File: config.mk
export PLATFORM = sky130hd
export DESIGN_NAME = four_digit_segment_formatter
export DESIGN_NICKNAME = d
export VERILOG_FILES = /design/src/rtl/fsf_pkg.sv /design/src/rtl/fsf_front.sv /design/src/rtl/fsf_queue.sv /design/src/rtl/fsf_back.sv /design/src/rtl/four_digit_segment_formatter.sv
export SDC_FILE = /design/constraint.sdc
export NUM_CORES = 2
export LEC_CHECK = 0
export BUFFER_PORTS_ARGS = -buffer_cell sky130_fd_sc_hd__buf_4
export CAP_MARGIN = 10
export CORE_MARGIN = 4
export CORE_UTILIZATION = 65
export DETAILED_ROUTE_END_ITERATION = 10
export PLACE_DENSITY = 0.91
export SYNTH_ARGS = -nofsm -noshare
export SYNTH_HDL_FRONTEND = slang
export SYNTH_SLANG_ARGS = --single-unit
File: constraint.sdc
create_clock -name clock -period 11.7 [get_ports clock]
set_clock_uncertainty 0.2 [all_clocks]
set_input_delay 0 -clock clock [delete_from_list [all_inputs] [get_ports clock]]
set_output_delay 0 -clock clock [all_outputs]
set_load 0.005 [all_outputs]
File: src/rtl/fsf_pkg.sv
package fsf_pkg;

   localparam int FRAME_COUNT   = 4;
   localparam int QUEUE_DEPTH   = 2;

   localparam logic [31:0] BLANK_VALUE      = 32'hFFFF_FFFF;
   localparam logic [7:0]  BLANK_SEGMENTS   = 8'hFF;
   localparam logic [7:0]  POINT_CLEAR_MASK = 8'h7F;
   localparam logic [7:0]  NO_SELECT        = 8'hFF;

   // reciprocal of 10000 for a 32-bit dividend: q = (v * RECIP_10000) >> 45
   localparam logic [31:0] RECIP_10000 = 32'hD1B7_1759;
   localparam int          SHIFT_10000 = 45;
   localparam logic [31:0] MODULUS     = 32'd10000;

   // reciprocals for a 14-bit remainder below 10000
   localparam logic [13:0] RECIP_1000  = 14'd8389;
   localparam int          SHIFT_1000  = 23;
   localparam logic [13:0] RECIP_100   = 14'd10486;
   localparam int          SHIFT_100   = 20;
   localparam logic [13:0] RECIP_10    = 14'd13108;
   localparam int          SHIFT_10    = 17;

   // one queued request: start position and the four segment bytes
   typedef struct packed {
      logic [2:0]                  start_position;
      logic [FRAME_COUNT-1:0][7:0] segments;
   } fsf_entry_type;

   // queue status seen by the front and back
   typedef struct packed {
      logic full;
      logic head_valid;
   } fsf_q_status_type;

   // active-low common-anode patterns for decimal digits
   function automatic logic [7:0] digit_pattern(input logic [3:0] digit);
      logic [7:0] pat;
      case (digit)
         4'd0:    pat = 8'hC0;
         4'd1:    pat = 8'hF9;
         4'd2:    pat = 8'hA4;
         4'd3:    pat = 8'hB0;
         4'd4:    pat = 8'h99;
         4'd5:    pat = 8'h92;
         4'd6:    pat = 8'h82;
         4'd7:    pat = 8'hF8;
         4'd8:    pat = 8'h80;
         4'd9:    pat = 8'h90;
         default: pat = BLANK_SEGMENTS;
      endcase
      return pat;
   endfunction

   // active-low digit enable per display position; off the display selects none
   function automatic logic [7:0] select_pattern(input logic [3:0] position);
      logic [7:0] sel;
      case (position)
         4'd0:    sel = 8'hEF;
         4'd1:    sel = 8'hDF;
         4'd2:    sel = 8'hBF;
         4'd3:    sel = 8'h7F;
         4'd4:    sel = 8'hFE;
         4'd5:    sel = 8'hFD;
         4'd6:    sel = 8'hFB;
         4'd7:    sel = 8'hF7;
         default: sel = NO_SELECT;
      endcase
      return sel;
   endfunction

endpackage

File: src/rtl/fsf_front.sv
module fsf_front
   import fsf_pkg::*;
(
   input  logic             clock,
   input  logic             reset,
   input  logic             req_valid,
   output logic             req_stall,
   input  logic [2:0]       req_start_position,
   input  logic [31:0]      req_value,
   input  fsf_q_status_type q_status,
   output logic             push,
   output fsf_entry_type    push_entry
);

   logic        advance;

   logic        s1_valid_ff, s1_valid_in;
   logic [63:0] s1_prod_ff, s1_prod_in;
   logic [31:0] s1_value_ff;
   logic [2:0]  s1_start_ff;
   logic        s1_blank_ff;

   logic        s2_valid_ff;
   logic [13:0] s2_n_ff, s2_n_in;
   logic [2:0]  s2_start_ff;
   logic        s2_blank_ff;

   logic        s3_valid_ff;
   logic [13:0] s3_n_ff;
   logic [3:0]  s3_q1000_ff, s3_q1000_in;
   logic [6:0]  s3_q100_ff, s3_q100_in;
   logic [9:0]  s3_q10_ff, s3_q10_in;
   logic [2:0]  s3_start_ff;
   logic        s3_blank_ff;

   logic [18:0] quot;
   logic [31:0] quot_times;
   logic [31:0] rem;
   logic [27:0] p1000, p100, p10;
   logic [6:0]  d1_wide;
   logic [9:0]  d2_wide;
   logic [13:0] d3_wide;
   logic [3:0]  d0, d1, d2, d3;
   logic [FRAME_COUNT-1:0][7:0] seg;

   // the whole pipe moves unless the last stage holds a request the queue cannot take
   assign advance   = !s3_valid_ff || !q_status.full;
   assign req_stall = !advance;
   assign push      = s3_valid_ff && !q_status.full;

   // stage 1: multiply by the reciprocal of 10000
   assign s1_valid_in = req_valid;
   assign s1_prod_in  = 64'(req_value) * 64'(RECIP_10000);

   // stage 2: remainder modulo 10000
   assign quot       = s1_prod_ff[SHIFT_10000 +: 19];
   assign quot_times = 32'(quot) * MODULUS;
   assign rem        = s1_value_ff - quot_times;
   assign s2_n_in    = rem[13:0];

   // stage 3: quotients by 1000, 100 and 10
   assign p1000       = 28'(s2_n_ff) * 28'(RECIP_1000);
   assign p100        = 28'(s2_n_ff) * 28'(RECIP_100);
   assign p10         = 28'(s2_n_ff) * 28'(RECIP_10);
   assign s3_q1000_in = p1000[SHIFT_1000 +: 4];
   assign s3_q100_in  = p100[SHIFT_100 +: 7];
   assign s3_q10_in   = p10[SHIFT_10 +: 10];

   // digits from the quotients, times ten as shift and add
   assign d1_wide = s3_q100_ff - ((7'(s3_q1000_ff) << 3) + (7'(s3_q1000_ff) << 1));
   assign d2_wide = s3_q10_ff - ((10'(s3_q100_ff) << 3) + (10'(s3_q100_ff) << 1));
   assign d3_wide = s3_n_ff - ((14'(s3_q10_ff) << 3) + (14'(s3_q10_ff) << 1));
   assign d0 = s3_q1000_ff;
   assign d1 = d1_wide[3:0];
   assign d2 = d2_wide[3:0];
   assign d3 = d3_wide[3:0];

   // segment bytes with leading blank and decimal point
   always_comb begin
      seg = '{default: BLANK_SEGMENTS};
      if (!s3_blank_ff) begin
         seg[0] = (s3_start_ff != 3'd0 && d0 == 4'd0) ? BLANK_SEGMENTS : digit_pattern(d0);
         seg[1] = digit_pattern(d1);
         seg[2] = digit_pattern(d2);
         seg[3] = digit_pattern(d3);
         if (s3_start_ff == 3'd0) begin
            seg[0] = seg[0] & POINT_CLEAR_MASK;
         end else begin
            seg[1] = seg[1] & POINT_CLEAR_MASK;
         end
      end
   end

   assign push_entry.start_position = s3_start_ff;
   assign push_entry.segments       = seg;

   // stage valids
   always_ff @(posedge clock) begin
      if (reset) begin
         s1_valid_ff <= 1'b0;
         s2_valid_ff <= 1'b0;
         s3_valid_ff <= 1'b0;
      end else if (advance) begin
         s1_valid_ff <= s1_valid_in;
         s2_valid_ff <= s1_valid_ff;
         s3_valid_ff <= s2_valid_ff;
      end
   end

   // stage payloads
   always_ff @(posedge clock) begin
      if (advance) begin
         s1_prod_ff  <= s1_prod_in;
         s1_value_ff <= req_value;
         s1_start_ff <= req_start_position;
         s1_blank_ff <= (req_value == BLANK_VALUE);
         s2_n_ff     <= s2_n_in;
         s2_start_ff <= s1_start_ff;
         s2_blank_ff <= s1_blank_ff;
         s3_n_ff     <= s2_n_ff;
         s3_q1000_ff <= s3_q1000_in;
         s3_q100_ff  <= s3_q100_in;
         s3_q10_ff   <= s3_q10_in;
         s3_start_ff <= s2_start_ff;
         s3_blank_ff <= s2_blank_ff;
      end
   end

endmodule

File: src/rtl/fsf_queue.sv
module fsf_queue
   import fsf_pkg::*;
(
   input  logic             clock,
   input  logic             reset,
   input  logic             push,
   input  fsf_entry_type    push_entry,
   input  logic             pop,
   output fsf_entry_type    head_entry,
   output fsf_q_status_type q_status
);

   localparam int PTR_W = (QUEUE_DEPTH > 1) ? $clog2(QUEUE_DEPTH) : 1;
   localparam int CNT_W = $clog2(QUEUE_DEPTH + 1);
   localparam logic [PTR_W-1:0] LAST_PTR = PTR_W'(QUEUE_DEPTH - 1);
   localparam logic [CNT_W-1:0] FULL_CNT = CNT_W'(QUEUE_DEPTH);

   fsf_entry_type    entry_ff [QUEUE_DEPTH];
   logic [PTR_W-1:0] wr_ptr_ff, wr_ptr_in;
   logic [PTR_W-1:0] rd_ptr_ff, rd_ptr_in;
   logic [CNT_W-1:0] count_ff, count_in;
   logic             do_push, do_pop;

   assign q_status.full       = (count_ff == FULL_CNT);
   assign q_status.head_valid = (count_ff != '0);
   assign head_entry          = entry_ff[rd_ptr_ff];

   assign do_push = push && !q_status.full;
   assign do_pop  = pop && q_status.head_valid;

   // pointer and fill count update
   always_comb begin
      wr_ptr_in = wr_ptr_ff;
      rd_ptr_in = rd_ptr_ff;
      count_in  = count_ff;
      if (do_push) begin
         wr_ptr_in = (wr_ptr_ff == LAST_PTR) ? '0 : wr_ptr_ff + PTR_W'(1);
      end
      if (do_pop) begin
         rd_ptr_in = (rd_ptr_ff == LAST_PTR) ? '0 : rd_ptr_ff + PTR_W'(1);
      end
      if (do_push && !do_pop) begin
         count_in = count_ff + CNT_W'(1);
      end else if (do_pop && !do_push) begin
         count_in = count_ff - CNT_W'(1);
      end
   end

   always_ff @(posedge clock) begin
      if (reset) begin
         wr_ptr_ff <= '0;
         rd_ptr_ff <= '0;
         count_ff  <= '0;
      end else begin
         wr_ptr_ff <= wr_ptr_in;
         rd_ptr_ff <= rd_ptr_in;
         count_ff  <= count_in;
      end
   end

   // storage
   always_ff @(posedge clock) begin
      if (do_push) begin
         entry_ff[wr_ptr_ff] <= push_entry;
      end
   end

endmodule

File: src/rtl/fsf_back.sv
module fsf_back
   import fsf_pkg::*;
(
   input  logic             clock,
   input  logic             reset,
   input  fsf_q_status_type q_status,
   input  fsf_entry_type    head_entry,
   output logic             pop,
   output logic             rsp_valid,
   input  logic             rsp_stall,
   output logic [7:0]       rsp_digit_select,
   output logic [7:0]       rsp_segments,
   output logic             rsp_last_digit
);

   localparam int FRAME_W = $clog2(FRAME_COUNT);
   localparam logic [FRAME_W-1:0] LAST_FRAME = FRAME_W'(FRAME_COUNT - 1);

   logic [FRAME_W-1:0] frame_ff, frame_in;
   logic               rsp_valid_ff, rsp_valid_in;
   logic [7:0]         digit_select_ff, digit_select_in;
   logic [7:0]         segments_ff, segments_in;
   logic               last_digit_ff, last_digit_in;
   logic               load;
   logic               emit;
   logic [3:0]         position;

   // output register takes a new frame when empty or being taken
   assign load = !rsp_valid_ff || !rsp_stall;
   assign emit = load && q_status.head_valid;
   assign pop  = emit && (frame_ff == LAST_FRAME);

   assign position = 4'(head_entry.start_position) + 4'(frame_ff);

   always_comb begin
      frame_in        = frame_ff;
      rsp_valid_in    = rsp_valid_ff;
      digit_select_in = digit_select_ff;
      segments_in     = segments_ff;
      last_digit_in   = last_digit_ff;
      if (load) begin
         rsp_valid_in = q_status.head_valid;
      end
      if (emit) begin
         frame_in        = (frame_ff == LAST_FRAME) ? '0 : frame_ff + FRAME_W'(1);
         digit_select_in = select_pattern(position);
         segments_in     = head_entry.segments[frame_ff];
         last_digit_in   = (frame_ff == LAST_FRAME);
      end
   end

   always_ff @(posedge clock) begin
      if (reset) begin
         frame_ff     <= '0;
         rsp_valid_ff <= 1'b0;
      end else begin
         frame_ff     <= frame_in;
         rsp_valid_ff <= rsp_valid_in;
      end
   end

   always_ff @(posedge clock) begin
      digit_select_ff <= digit_select_in;
      segments_ff     <= segments_in;
      last_digit_ff   <= last_digit_in;
   end

   assign rsp_valid        = rsp_valid_ff;
   assign rsp_digit_select = digit_select_ff;
   assign rsp_segments     = segments_ff;
   assign rsp_last_digit   = last_digit_ff;

endmodule

File: src/rtl/four_digit_segment_formatter.sv
// A taken request passes front stages s1, s2, s3, the queue and the output register
// before the first of its four frames appears; the other three follow unless stalled.
// Throughput: the frame sequencer drives one frame a cycle while not stalled, four
// per request; the three-stage front and two-entry queue absorb short bursts.
// Reset (synchronous, active high) empties the pipe, the queue and the output.
module four_digit_segment_formatter
   import fsf_pkg::*;
(
   input  logic        clock,
   input  logic        reset,
   input  logic        req_valid,
   output logic        req_stall,
   input  logic [2:0]  req_start_position,
   input  logic [31:0] req_value,
   output logic        rsp_valid,
   input  logic        rsp_stall,
   output logic [7:0]  rsp_digit_select,
   output logic [7:0]  rsp_segments,
   output logic        rsp_last_digit
);

   fsf_q_status_type q_status;
   fsf_entry_type    push_entry;
   fsf_entry_type    head_entry;
   logic             push;
   logic             pop;

   // digit split and segment coding
   fsf_front u_front (
      .clock              (clock),
      .reset              (reset),
      .req_valid          (req_valid),
      .req_stall          (req_stall),
      .req_start_position (req_start_position),
      .req_value          (req_value),
      .q_status           (q_status),
      .push               (push),
      .push_entry         (push_entry)
   );

   // decoupling queue
   fsf_queue u_queue (
      .clock      (clock),
      .reset      (reset),
      .push       (push),
      .push_entry (push_entry),
      .pop        (pop),
      .head_entry (head_entry),
      .q_status   (q_status)
   );

   // frame sequencer
   fsf_back u_back (
      .clock            (clock),
      .reset            (reset),
      .q_status         (q_status),
      .head_entry       (head_entry),
      .pop              (pop),
      .rsp_valid        (rsp_valid),
      .rsp_stall        (rsp_stall),
      .rsp_digit_select (rsp_digit_select),
      .rsp_segments     (rsp_segments),
      .rsp_last_digit   (rsp_last_digit)
   );

endmodule
; After elaboration in Yosys (flattened, before gate mapping)
; Memory sizes are Yosys's and may differ from the RTL's. A register that Yosys moved wholly into a read port is not among the register bits.
; Cells that the tools add are included.
[word_totals]
input_bits = 39
n_memories = 6
register_bits = 139
out_inout_bits = 19
mem_bits_ro = 512
wordCells = 89
mem_bits_rw = 70
[mem_list]
columns = name, depth, width, read_ports, rd_clocked_by_memory_dff, write_ports, line_no
row1 = (name not given), 16, 7, 1, 1, 0, fsf_pkg.sv:39  ; case (digit)
row2 = (name not given), 16, 7, 1, 0, 0, fsf_pkg.sv:39
row3 = (name not given), 16, 7, 1, 0, 0, fsf_pkg.sv:39
row4 = (name not given), 16, 7, 1, 0, 0, fsf_pkg.sv:39
row5 = u_queue.entry_ff, 2, 35, 1, 1, 1, fsf_queue.sv:18  ; fsf_entry_type entry_ff [QUEUE_DEPTH];
row6 = (name not given), 8, 8, 1, 1, 0, fsf_pkg.sv:58  ; case (position)
[op_classes]
magnitude_cmp = 1
muxes = 16
reduce_logical = 22
n_eq_ne = 3
multipliers = 5
n_addsub = 13
[ops]
columns = op, count
row1 = "32-bit by 32-bit multiplier with 64-bit output, second input constant", 1
row2 = "32-bit equality test, second input constant", 1
row3 = 32-bit two-way mux, 1
row4 = 8-bit two-way mux, 4
row5 = "14-bit by 14-bit multiplier with 27-bit output, second input constant", 1
row6 = "14-bit by 13-bit multiplier with 23-bit output, second input constant", 1
row7 = "14-bit by 12-bit multiplier with 19-bit output, second input constant", 1
row8 = "19-bit by 10-bit multiplier with 10-bit output, second input constant", 1
row9 = 8-bit binary-select mux with 2-bit select, 1
row10 = 14-bit subtractor, 1
row11 = 4-bit adder, 3
row12 = 4-bit subtractor, 3
row13 = 1-bit logical AND, 8
row14 = 1-bit logical NOT, 7
row15 = 1-bit two-way mux, 6
row16 = 2-bit two-way mux, 3
row17 = "2-bit by 1-bit adder with 2-bit output, second input constant", 2
row18 = 3-bit by 2-bit adder with 4-bit output, 1
row19 = "2-bit equality test, second input constant", 2
row20 = 4-bit logical NOT, 1
row21 = 4-bit two-way mux, 1
row22 = 2-bit nonzero test, 2
row23 = 3-bit logical NOT, 1
row24 = "2-bit by 3-bit < comparator with 1-bit output, second input constant", 1
row25 = 4 further kinds, 6

; Depth between registers and ports, before layout
[depth]
word_depth = 8
ltp_mapped = 24
depth_no_buf = 24

; By module
; From an unflattened synthesis, not the netlist that was laid out.
[hier_totals]
hier_cells = 2905
hier_area_um2 = 31366.3
[modules_own_cells]
columns = module, n_inst, seq_area_each_um2, area_each_um2, cells_per_inst
row1 = fsf_front, 1, 2182.1, 27657.8, 2710
row2 = fsf_queue, 1, 2202.1, 2736.4, 134
row3 = fsf_back, 1, 570.5, 972.2, 61

; Worst setup path before layout
; No wires, ideal clock.
[synth_path]
kind = input-to-reg
start = input port req_value[7]
end = register u_front.s1_prod_ff[52], data pin
arrival_ns = 6.063
path_buffers = 0
path_stages = 24
setup_ns = 0.258
setup_slack_ns = 5.180
required_time_ns = 11.242
cell_sequence = fa_1 -> ha_1 -> fa_1 -> inv_1 -> fa_1 -> inv_1 -> fa_1 -> inv_1 -> fa_1 -> inv_1 -> fa_1 -> inv_1 -> fa_1 -> inv_1 -> ha_1 -> and3_1 -> a221o_1 -> a211oi_1 -> o21ai_0 -> a21o_1 -> a31o_2 -> a221o_1 -> a21oi_1 -> xnor2_1
[synth_via]
elab_chain_len = 1
[synth_rtl]
columns = item, line_no
row1 = from (decl), four_digit_segment_formatter.sv:14  ; input logic [31:0] req_value,
row2 = 32-bit by 32-bit multiplier with 64-bit output, fsf_front.sv:53  ; assign s1_prod_in = 64'(req_value) * 64'(RECIP_10000);
row3 = named net u_front.s1_prod_in[52], fsf_front.sv:18  ; logic [63:0] s1_prod_ff, s1_prod_in;
row4 = to (signal assigned), fsf_front.sv:113  ; s1_prod_ff <= s1_prod_in;
row5 = to (decl), fsf_front.sv:18
; The timed path passes the listed nets, and every way through them passes these cells.
; A chain may end at the register's enable or synchronous reset.

; Final worst setup path
[layout_path]
start = input port req_value[8]
end = register u_front.s1_prod_ff[52], data pin
; The elaborated chain is that of the path after synthesis.

==> results by group <==
Yosys
  • Post-Syn Area: 30700 um^2
  • Prevailing post-synth register cell: edfxtp_1
  • Sequential area share after synthesis: 15.8%
  • Adder-Cell Fraction of Synth Area: 60.4%
  • EDFF count, synth: 149
  • Synthesized flop and latch total: 167
  • Syn Inst Count: 2803
  • Multiplexer area fraction after synthesis: 1.66%
  • Main combinational cell family by area after synthesis: adder cells
  • Synth Area in Compound Gates: 4.54%
  • Count of different cell masters after synthesis: 60
  • Post-synthesis net count: 3987
  • Synth Warn #: 0
  • Syn Area/Cell: 10.9 um^2
  • Simple-gate share of the synthesized area: 3.46%
  • Ys async rst share: 0%
  • Synth Area in XOR/XNOR: 2.68%

GRT
  • Antenna violations before repair: 2
  • Gr ovfl total: 0
  • First-pass GRT wire length: 127 mm
  • Largest net degree at the start of global routing: 72
  • GR Util All Layers: 32.6%
  • Vias in the first global route: 23400

Setup path
  • CP Data Arrival Time: 7.52 ns
  • R2R Setup Slk: 5.21 ns
  • CP required: 11.70 ns
  • CP Launch Type: input pin
  • Setup CP Type: input pin to register
  • Crit. End Element: register
  • Max FO, Critical Path: 14

Finish
  • # nets final: 4075
  • Commonest non-fill, non-tap cell in the layout: inv_1
  • Most frequent cells in the layout: inv_1 (924), ha_1 (586), fa_1 (559)
  • Area delta synth->final: 6.71%
  • Proportion of layout cells with a drive suffix above 1: 4.75%

Die
  • DIE AREA: 50700 um^2
  • Chip width: 225 um
  • Site Rows: 79
  • Starting Density: 65.9%
  • Die Height: 225 um
  • Core area: 46600 um^2
  • IO Count: 58

STA
  • Worst-margin pin slew: 1.09 ns
  • Period utilisation layout: 64.3%
  • Min Tclk post-route: 7.52 ns
  • Final Setup Violations: 0
  • Max Fclk: 133 MHz
  • Max-slew violations: 0
  • Slew HR: 27.3%
  • Fin. Hold Viols: 0
  • Setup TNS: 0 ns
  • RSZ-0062 raised after global routing: false

Run status
  • Status: completed

Detailed routing
  • DRT Pass-1 Iters: 8
  • Post-Route WL: 80.0 mm
  • Initial DRC Count: 1635
  • Via density per instance: 5.82
  • Final antenna-violating net count: 0
  • Detailed-route via count: 20500
  • # DRC: 0
  • DR WL/cell: 22.8 um

Worst hold path
  • Worst min-delay path category: input pin to register

CTS
  • # clock sinks: 167
  • TritonCTS clock tree: done
  • Num CTS Buffers: 17
  • Clock buffer depth: 2
  • Root Driver: clkbuf_16
  • Clock latency on the worst-skew pair: 0.45 ns
  • H-Tree Depth: 4
  • # resized after CTS: 0
  • Clock-pin slew on the worst setup and hold paths: 0.08 ns

Place
  • Final weighted congestion in routability-driven placement: 0.969
  • Port bufs: 57
  • Post-DP HPWL: 63.7 mm

Run
  • Maxcap violations: 0
cell type report:
class / instances / area, um^2
fill: 3079 / 13800
multi-input combinational: 1698 / 22300
antenna: 2 / 5.00
timing repair buffer: 82 / 688
sequential: 167 / 4830
clock inverter: 15 / 221
tap: 607 / 759
inverter: 925 / 3470
clock buffer: 17 / 425
repair_timing:
action / in CTS / in global routing
setup endpoints to repair: 0 / 0
setup buffers: 0 / 0
hold buffers: 21 / 0
endpoints found under the hold margin: 45 / 0
registers in the layout, summed over array words and instances, names as in the netlist, 8 cells and up, named ones only:
register                 count
u_front.s1_value_ff         14
u_queue.entry_ff            66
u_back.rsp_segments          8
u_front.s1_prod_ff          10
u_front.s2_n_ff             14
u_back.rsp_digit_select      8
per-layer routing:
| layer | global-route usage, % | vias up | wire length, um |
|---|---|---|---|
| met3 | 4.42 | 348 | 5110 |
| met5 | 0 | - | 0 |
| met1 | 40.3 | 10300 | 29400 |
| met2 | 56.5 | 1013 | 40200 |
| met4 | 16.6 | 0 | 5230 |
| li1 | - | 8830 | - |
Yosys cell counts (20+ instances only):
library cell | number | area share [%]
a21o_1 | 44 | 1.1
a21oi_1 | 58 | 0.95
edfxtp_1 | 149 | 15
fa_1 | 559 | 36
ha_1 | 586 | 24
inv_1 | 924 | 11
nand2_1 | 67 | 0.82
nand3_1 | 20 | 0.33
nor2_1 | 53 | 0.65
o21ai_0 | 40 | 0.65
xnor2_1 | 58 | 1.7
xor2_1 | 36 | 1.0
path summary, 6_finish.rpt:
kind                            cells past startpoint              startpoint                endpoint
worst max register to register                     21     u_front.s2_n_ff[12]                register
worst max-delay path                               26            req_value[8]  u_front.s1_prod_ff[52]
worst min register to register                      0  u_front.s1_value_ff[0]      u_front.s2_n_ff[0]
worst min-delay path                                2   req_start_position[1]  u_front.s1_start_ff[1]
logic make-up (layout without fill, tap and decap cells):
| logic type | Yosys count | count (layout) |
|---|---|---|
| other | 0 | 2 |
| and+or+nand+nor | 221 | 221 |
| adders and majority gates | 1145 | 1145 |
| AOI/OAI and AO/OA | 207 | 207 |
| DFF | 167 | 167 |
| buffers and inverters | 938 | 1039 |
| muxes | 31 | 31 |
| xor gates and xnor gates | 94 | 94 |
through the flow:
stage          instance area (um^2)  instances  hold slack [ns]  worst slack (ns)  util, %
2_1_floorplan                 30700       2803           -0.131              5.18        -
3_3_place_gp                  31800       3457          -0.0204              4.40     68.4
3_5_place_dp                  31800       3457          -0.0190              4.34     68.4
4_1_cts                       32700       3510           0.0636              4.21     70.2
5_1_grt                       32700       3512           0.0890              3.99     70.3
6_report                      32700       3513           0.0827              4.18     70.3
worst max-delay path, stage by stage:
cell and delay, ns:
dlygate4sd3_1 0.56, buf_4 0.28, fa_1 0.47, ha_1 0.22
fa_1 0.54, inv_1 0.06, fa_1 0.54, inv_1 0.05
fa_1 0.50, inv_1 0.05, fa_1 0.48, inv_1 0.05
fa_1 0.54, inv_1 0.06, fa_1 0.54, inv_1 0.05
ha_1 0.29, and3_1 0.18, a221o_1 0.35, a211oi_1 0.26
o21ai_0 0.20, a21o_1 0.32, a31o_2 0.28, a221o_1 0.36
a21oi_1 0.19, xnor2_1 0.08
Power is not shown: default switching activity piles up to over one toggle a cycle in this logic, so the estimate is an artifact.
